### config.mk
export PLATFORM = sky130hd
export DESIGN_NAME = positional_list_engine
export DESIGN_NICKNAME = d
export VERILOG_FILES = /design/src/design/plc_pkg.sv /design/src/design/plc_cell.sv /design/src/design/positional_list_engine.sv
export SDC_FILE = /design/constraint.sdc
export NUM_CORES = 2
export LEC_CHECK = 0
export BUFFER_PORTS_ARGS = -buffer_cell sky130_fd_sc_hd__buf_4
export CAP_MARGIN = 20
export CORE_MARGIN = 2
export CORE_UTILIZATION = 55
export DETAILED_ROUTE_END_ITERATION = 10
export PLACE_DENSITY = 0.74
export RECOVER_POWER = 50
export SLEW_MARGIN = 20
export SYNTH_ARGS = -nofsm -noshare
export SYNTH_HDL_FRONTEND = slang
export SYNTH_SLANG_ARGS = --single-unit
### constraint.sdc
create_clock -name clk -period 6.3 [get_ports clk]
set_input_delay 0.315 -clock clk [delete_from_list [all_inputs] [get_ports clk]]
set_output_delay 0.315 -clock clk [all_outputs]
set_load 0.005 [all_outputs]
### src/design/plc_pkg.sv
`default_nettype none

package plc_pkg;

  localparam int DEPTH     = 16;
  localparam int WORD_BITS = 32;

  // count runs 0..DEPTH, cell index 0..DEPTH-1
  localparam int CNT_W = $clog2(DEPTH + 1);
  localparam int IDX_W = (DEPTH > 1) ? $clog2(DEPTH) : 1;
  // common width for comparing a position against the count
  localparam int CMP_W = ((CNT_W > 5) ? CNT_W : 5) + 1;

  typedef logic signed [WORD_BITS-1:0] word_t;

  typedef enum logic [2:0] {
    CMD_READ   = 3'd0,
    CMD_FIND   = 3'd1,
    CMD_INSERT = 3'd2,
    CMD_DELETE = 3'd3,
    CMD_CLEAR  = 3'd4
  } cmd_e;

  typedef enum logic [1:0] {
    ST_OK      = 2'd0,
    ST_BAD_POS = 2'd1,
    ST_FULL    = 2'd2,
    ST_MISSING = 2'd3
  } status_e;

  typedef enum logic [1:0] {
    CELL_HOLD       = 2'd0,
    CELL_TAKE_LEFT  = 2'd1,
    CELL_TAKE_RIGHT = 2'd2,
    CELL_LOAD       = 2'd3
  } cell_op_e;

  typedef struct packed {
    cell_op_e op;
    logic     live;
  } cell_ctl_t;

endpackage

`default_nettype wire

### src/design/plc_cell.sv
`default_nettype none

module plc_cell (
  input  wire logic               clk,
  input  wire plc_pkg::cell_ctl_t ctl,
  input  wire plc_pkg::word_t     left_word,
  input  wire plc_pkg::word_t     right_word,
  input  wire plc_pkg::word_t     new_word,
  input  wire plc_pkg::word_t     key,
  output plc_pkg::word_t          word,
  output logic                    hit
);

  plc_pkg::word_t word_r;
  plc_pkg::word_t word_nxt;

  always_comb begin
    case (ctl.op)
      plc_pkg::CELL_HOLD:       word_nxt = word_r;
      plc_pkg::CELL_TAKE_LEFT:  word_nxt = left_word;
      plc_pkg::CELL_TAKE_RIGHT: word_nxt = right_word;
      plc_pkg::CELL_LOAD:       word_nxt = new_word;
      default:                  word_nxt = word_r;
    endcase
  end

  always_ff @(posedge clk) begin
    word_r <= word_nxt;
  end

  assign word = word_r;
  // only occupied cells take part in a search
  assign hit  = ctl.live && (word_r == key);

endmodule

`default_nettype wire

### src/design/positional_list_engine.sv
// positional_list_engine: ordered list of up to 16 signed words, positions from 1
//
// in channel (in_valid/in_ready): in_command, in_position, in_value
//   read, find, insert, delete or clear
// out channel (out_valid/out_ready): out_status, out_read_value,
//   out_found_position, out_entry_count; one result item per command
//
// the list sits in a row of cells, one word each; insert and delete move
// every cell at or beyond the position one step along the row in the
// same cycle, find compares all occupied cells at once
// out_valid rises in the cycle after acceptance; one item per cycle is
// sustained while the receiver takes results, the single output register
// being the only stage between the two sides
// when out_ready is low the result is held and in_ready drops until it is
// taken, so nothing else is accepted meanwhile
// reset empties the list (count to zero) and drops out_valid; the cell
// words are not cleared, entries beyond the count are never read
`default_nettype none

module positional_list_engine (
  input  wire logic        clk,
  input  wire logic        rst_n,
  input  wire logic        in_valid,
  output logic             in_ready,
  input  wire logic [2:0]  in_command,
  input  wire logic [4:0]  in_position,
  input  wire logic signed [31:0] in_value,
  output logic             out_valid,
  input  wire logic        out_ready,
  output logic [1:0]       out_status,
  output logic signed [31:0] out_read_value,
  output logic [4:0]       out_found_position,
  output logic [4:0]       out_entry_count
);

  localparam int DEPTH = plc_pkg::DEPTH;
  localparam int CNT_W = plc_pkg::CNT_W;
  localparam int IDX_W = plc_pkg::IDX_W;
  localparam int CMP_W = plc_pkg::CMP_W;

  logic                    accept;
  plc_pkg::cmd_e           cmd;
  plc_pkg::word_t          key;
  logic [CMP_W-1:0]        pos_ext;
  logic [CMP_W-1:0]        cnt_ext;
  logic [IDX_W-1:0]        rd_idx;
  logic                    rd_ok;
  logic                    ins_ok;
  logic                    del_ok;
  logic                    full;

  plc_pkg::cell_ctl_t      cell_ctl  [DEPTH];
  plc_pkg::word_t          cell_word [DEPTH];
  logic [DEPTH-1:0]        cell_hit;
  logic                    any_hit;
  logic [4:0]              hit_pos;

  logic [CNT_W-1:0]        count_r;
  logic [CNT_W-1:0]        count_nxt;
  logic                    out_valid_r;
  logic                    out_valid_nxt;
  plc_pkg::status_e        status_r;
  plc_pkg::status_e        status_nxt;
  logic signed [31:0]      rd_r;
  logic signed [31:0]      rd_nxt;
  logic [4:0]              found_r;
  logic [4:0]              found_nxt;
  logic [4:0]              cnt_out_r;

  assign in_ready = !out_valid_r || out_ready;
  assign accept   = in_valid && in_ready;
  assign cmd      = plc_pkg::cmd_e'(in_command);
  assign key      = plc_pkg::word_t'(in_value);

  assign pos_ext = CMP_W'(in_position);
  assign cnt_ext = CMP_W'(count_r);
  assign rd_idx  = IDX_W'(in_position - 5'd1);
  assign full    = (count_r == CNT_W'(DEPTH));
  assign rd_ok   = (pos_ext != '0) && (pos_ext <= cnt_ext);
  assign ins_ok  = (pos_ext != '0) && (pos_ext <= cnt_ext + CMP_W'(1)) && !full;
  assign del_ok  = rd_ok;

  for (genvar gi = 0; gi < DEPTH; gi++) begin : g_cell
    localparam logic [CMP_W-1:0] IDX = CMP_W'(gi);
    plc_pkg::word_t left_w;
    plc_pkg::word_t right_w;

    if (gi == 0) begin : g_first
      assign left_w = key;
    end else begin : g_mid_l
      assign left_w = cell_word[gi-1];
    end
    if (gi == DEPTH - 1) begin : g_last
      assign right_w = cell_word[gi];
    end else begin : g_mid_r
      assign right_w = cell_word[gi+1];
    end

    always_comb begin
      cell_ctl[gi].live = (IDX < cnt_ext);
      cell_ctl[gi].op   = plc_pkg::CELL_HOLD;
      if (accept) begin
        case (cmd)
          plc_pkg::CMD_INSERT: begin
            if (ins_ok) begin
              if (IDX >= pos_ext) begin
                cell_ctl[gi].op = plc_pkg::CELL_TAKE_LEFT;
              end else if (IDX + CMP_W'(1) == pos_ext) begin
                cell_ctl[gi].op = plc_pkg::CELL_LOAD;
              end
            end
          end
          plc_pkg::CMD_DELETE: begin
            // cells from the removed one upwards take their right neighbour
            if (del_ok && (IDX + CMP_W'(1) >= pos_ext)) begin
              cell_ctl[gi].op = plc_pkg::CELL_TAKE_RIGHT;
            end
          end
          default: cell_ctl[gi].op = plc_pkg::CELL_HOLD;
        endcase
      end
    end

    plc_cell u_cell (
      .clk        (clk),
      .ctl        (cell_ctl[gi]),
      .left_word  (left_w),
      .right_word (right_w),
      .new_word   (key),
      .key        (key),
      .word       (cell_word[gi]),
      .hit        (cell_hit[gi])
    );
  end

  // lowest matching position wins
  always_comb begin
    hit_pos = '0;
    for (int k = DEPTH - 1; k >= 0; k--) begin
      if (cell_hit[k]) begin
        hit_pos = 5'(k + 1);
      end
    end
  end
  assign any_hit = |cell_hit;

  always_comb begin
    status_nxt = plc_pkg::ST_OK;
    rd_nxt     = '0;
    found_nxt  = '0;
    count_nxt  = count_r;
    case (cmd)
      plc_pkg::CMD_READ: begin
        if (rd_ok) begin
          rd_nxt = 32'(cell_word[rd_idx]);
        end else begin
          status_nxt = plc_pkg::ST_BAD_POS;
        end
      end
      plc_pkg::CMD_FIND: begin
        if (any_hit) begin
          found_nxt = hit_pos;
        end else begin
          status_nxt = plc_pkg::ST_MISSING;
        end
      end
      plc_pkg::CMD_INSERT: begin
        if ((pos_ext == '0) || (pos_ext > cnt_ext + CMP_W'(1))) begin
          status_nxt = plc_pkg::ST_BAD_POS;
        end else if (full) begin
          status_nxt = plc_pkg::ST_FULL;
        end else begin
          count_nxt = count_r + CNT_W'(1);
        end
      end
      plc_pkg::CMD_DELETE: begin
        if (del_ok) begin
          count_nxt = count_r - CNT_W'(1);
        end else begin
          status_nxt = plc_pkg::ST_BAD_POS;
        end
      end
      plc_pkg::CMD_CLEAR: count_nxt = '0;
      default: status_nxt = plc_pkg::ST_OK;
    endcase
  end

  always_comb begin
    out_valid_nxt = out_valid_r;
    if (accept) begin
      out_valid_nxt = 1'b1;
    end else if (out_ready) begin
      out_valid_nxt = 1'b0;
    end
  end

  always_ff @(posedge clk) begin
    if (!rst_n) begin
      count_r     <= '0;
      out_valid_r <= 1'b0;
    end else begin
      out_valid_r <= out_valid_nxt;
      if (accept) begin
        count_r <= count_nxt;
      end
    end
  end

  always_ff @(posedge clk) begin
    if (accept) begin
      status_r  <= status_nxt;
      rd_r      <= rd_nxt;
      found_r   <= found_nxt;
      cnt_out_r <= 5'(count_nxt);
    end
  end

  assign out_valid          = out_valid_r;
  assign out_status         = status_r;
  assign out_read_value     = rd_r;
  assign out_found_position = found_r;
  assign out_entry_count    = cnt_out_r;

  a_count_bound: assert property (@(posedge clk) disable iff (!rst_n)
    count_r <= CNT_W'(DEPTH))
    else $error("list count beyond depth");

  a_insert_grows: assert property (@(posedge clk) disable iff (!rst_n)
    accept && (cmd == plc_pkg::CMD_INSERT) && (status_nxt == plc_pkg::ST_OK)
    |=> count_r == $past(count_r) + CNT_W'(1))
    else $error("successful insert did not grow the list");

  a_miss_no_pos: assert property (@(posedge clk) disable iff (!rst_n)
    out_valid_r && (status_r == plc_pkg::ST_MISSING) |-> found_r == '0)
    else $error("search miss reports a position");

  a_count_tracks: assert property (@(posedge clk) disable iff (!rst_n)
    out_valid_r |-> cnt_out_r == 5'(count_r))
    else $error("reported count differs from list count");

endmodule

`default_nettype wire

==> key figures <==
Clocking
  • Clock-pin slew on the worst setup and hold paths: 0.05 ns
  • CTS buffer count: 68
  • TritonCTS Sinks: 562
  • Root Buffer: clkbuf_16
  • Post-CTS sizing: 0
  • Hold Buf Count CTS: 3
  • Skew-Pair Late Insertion Delay: 0.63 ns
  • TritonCTS clock tree: yes
  • Postcts setup bufs: 0
  • CTS Buffer Depth: 3
  • H-tree depth: 3

Worst setup path
  • R2R Path Start: count_r[0]
  • Reg-to-Reg End: g_cell[7].u_cell.word[31]
  • CP max stage cell: clkbuf_1
  • Worst EP required: 6.78 ns
  • Crit path max fanout: 19
  • CP max stage delay: 0.82 ns
  • Worst setup path class: flip-flop to flip-flop
  • Crit. End Element: flip-flop
  • Data arrival, critical path: 5.78 ns
  • Critical path, cell by cell: inv_1 > ha_1 > inv_1 > ha_1 > nor2b_1 > o21a_1 > o21ai_0 > a21oi_1 > nor3_2 > clkbuf_1 > nand2_1 > nor2_1 > clkbuf_1 > buf_4 > a22oi_1 > nand2_1
  • Register-to-Register Path Depth: 16
  • Crit path launch type: flip-flop
  • Bufs and invs on worst path: 5
  • FF-to-FF setup slack: 1.00 ns
  • Critical path's top delay family: buffers and inverters

STA
  • Unrepaired setup endpoints after global routing: no
  • Final Cycle Share: 84.1%
  • Final hold vios: 0
  • Final setup skew: 0.0301 ns
  • Max-slew headroom: -101%
  • Final setup vio count: 0
  • Pins Over Slew Limit: 150
  • Minimum clock period: 5.30 ns
  • Fmax achieved: 189 MHz
  • Worst Tran Pin Value: 3.02 ns
  • Setup TNS Final: 0 ns

Place
  • Cells after DPL: 4134
  • Area post-placement: 0.0386 mm2
  • Port Buffer Count: 89
  • DP HPWL: 104000 um
  • Global placer's final weighted congestion: 1.01

Logic synthesis
  • FF+latch count, synth: 562
  • Largest cells by area after synthesis: edfxtp_1 45%, mux4_2 7.7%, xnor2_1 6.6%
  • Mapped Area: 0.0375 mm2
  • Leading area contributor after synthesis: edfxtp_1
  • Ys async rst share: 0%
  • Yosys warns: 0
  • Post-synth EDFFs: 556
  • Post-synthesis cell type count: 72
  • Seq/Total Area, Yosys: 44.8%
  • Synth top area share: 44.5%
  • Net Count, Synth: 3512
  • Syn avg cell area: 10.9 um2
  • Primary FF master, synth: edfxtp_1
  • Gate count of the mapped netlist: 3451
  • Synth top cells by count: 556 x edfxtp_1, 556 x nand2_1, 283 x xnor2_1, 229 x xor2_1, 225 x a22oi_1

Die
  • Site row count: 95
  • Chip width: 265 um
  • IO Pins: 90
  • Starting Density: 55.7%
  • Core outline area: 0.0674 mm2
  • Die area: 0.0703 mm2
  • Die H: 265 um

Final layout
  • Final cell count without fillers: 4262
  • Finished Cell Area: 0.0406 mm2
  • Layout net count: 3396
  • Layout area overhead: 8.30%
  • N_diodes: 0
  • Fraction of layout cells with a size suffix above 1: 14.1%

Pwr
  • P_leak: 14.6 nW
  • Power per cell area: 228 mW/mm2
  • Maximum VDD drop: 0.200 mV

Detailed routing
  • DRC Markers: 0
  • Drt initial violations: 5746
  • Total routed wirelength: 146000 um
  • WL per Instance: 34.2 um
  • Post-DR vias/cell: 7.39
  • Via count: 31.5k
  • 1st-pass router iterations: 7
  • Antenna viol nets, final: 0

Worst hold path
  • Hold EP: out_status[1]
  • Min-delay src: in_command[2]
  • Hold Path Depth: 2
  • HP Class: primary input to flip-flop

Outcome
  • Failing checks: max-capacitance violations, max-slew violations
  • Outcome: complete, but fails checks

Global routing
  • GRT Util Overall: 40.9%
  • Vias in the first global route: 29.3k
  • Initial antenna violation count: 1
  • Largest net degree at the start of global routing: 65
  • First-pass GRT wire length: 211000 um
  • GRT overflow: 0

Job
  • Max_cap viols: 4
layout by cell type (no fill, tap or decap), drive strengths merged, types with 66 or more instances in the layout:
| master | Yosys | routed |
|---|---|---|
| a211oi | 67 | 67 |
| a21o | 66 | 66 |
| a221o | 96 | 96 |
| a22oi | 225 | 225 |
| and3 | 102 | 102 |
| buf | 151 | 106 |
| clkbuf | 202 | 143 |
| edfxtp | 556 | 556 |
| mux2i | 66 | 66 |
| mux4 | 128 | 128 |
| nand2 | 558 | 558 |
| nand4 | 110 | 110 |
| nor2 | 80 | 80 |
| nor4 | 72 | 72 |
| xnor2 | 283 | 283 |
| xor2 | 229 | 229 |
power by group:
part           total, mW  internal (mW)  leakage (nW)  switching, mW
Sequential          4.17           4.12          5.10         0.0476
Combinational       1.12          0.381          8.44          0.738
Clock               3.98           2.27          1.06           1.70
Total               9.26           6.77          14.6           2.49
worst max-delay path by stage:
stage | end | startpoint | cells after the start | slack (ns)
finish | g_cell[7].u_cell.word[31] | count_r[0] | 16 | 1.00
global route | g_cell[7].u_cell.word[31] | count_r[0] | 16 | 0.76
CTS | g_cell[13].u_cell.word[19] | count_r[0] | 13 | 1.74
detailed placement | g_cell[13].u_cell.word[19] | count_r[0] | 13 | 1.78
global placement | g_cell[11].u_cell.word[17] | count_r[0] | 13 | 1.79
floorplan | g_cell[0].u_cell.word[0] | count_r[1] | 13 | 0.17
stage by stage:
step / hold slack [ns] / power, mW / worst slack, ns / utilization [%]
finish: 0.0494 / 9.26 / 1.00 / 60.3
global route: 0.0515 / 9.41 / 0.756 / 60.3
CTS: 0.0222 / 9.23 / 1.74 / 60.5
detailed placement: 0.567 / 5.32 / 1.78 / 57.2
global placement: 0.518 / 5.31 / 1.79 / 57.2
floorplan: 0.451 / 4.91 / 0.172 / -
kinds of logic after synthesis:
| logic type | share of synthesized area, % |
|---|---|
| compound gates | 13.2 |
| xor+xnor | 12.0 |
| fa+ha+maj | 0.567 |
| buf+inv | 4.29 |
| flops | 44.8 |
| mux | 11.3 |
| simple gates | 13.9 |
registers in the layout, indices dropped and copies added (netlist names):
| register | cells |
|---|---|
| out_valid | 1 |
| out_status | 2 |
| out_entry_count | 5 |
| g_cell.u_cell.word | 512 |
| out_found_position | 5 |
| count_r | 5 |
| out_read_value | 32 |
area by class of cell:
| class | count | area (um2) |
|---|---|---|
| tap | 873 | 1090 |
| sequential | 562 | 16800 |
| clock inverter | 39 | 332 |
| timing repair buffer | 167 | 1240 |
| multi-input combinational | 2516 | 19200 |
| clock buffer | 85 | 1830 |
| inverter | 20 | 75.1 |
| fill | 5472 | 26800 |
per-layer routing:
layer / vias up / share of wire (%) / track usage (%)
met3: 347 / 16 / 14.8
met1: 15600 / 37 / 56.6
li1: 12800 / - / -
met4: 2 / 5.2 / 17.8
met2: 2757 / 42 / 57.6
met5: - / 0.071 / 1.11
No activity file was read; power rests on OpenSTA's default activity.
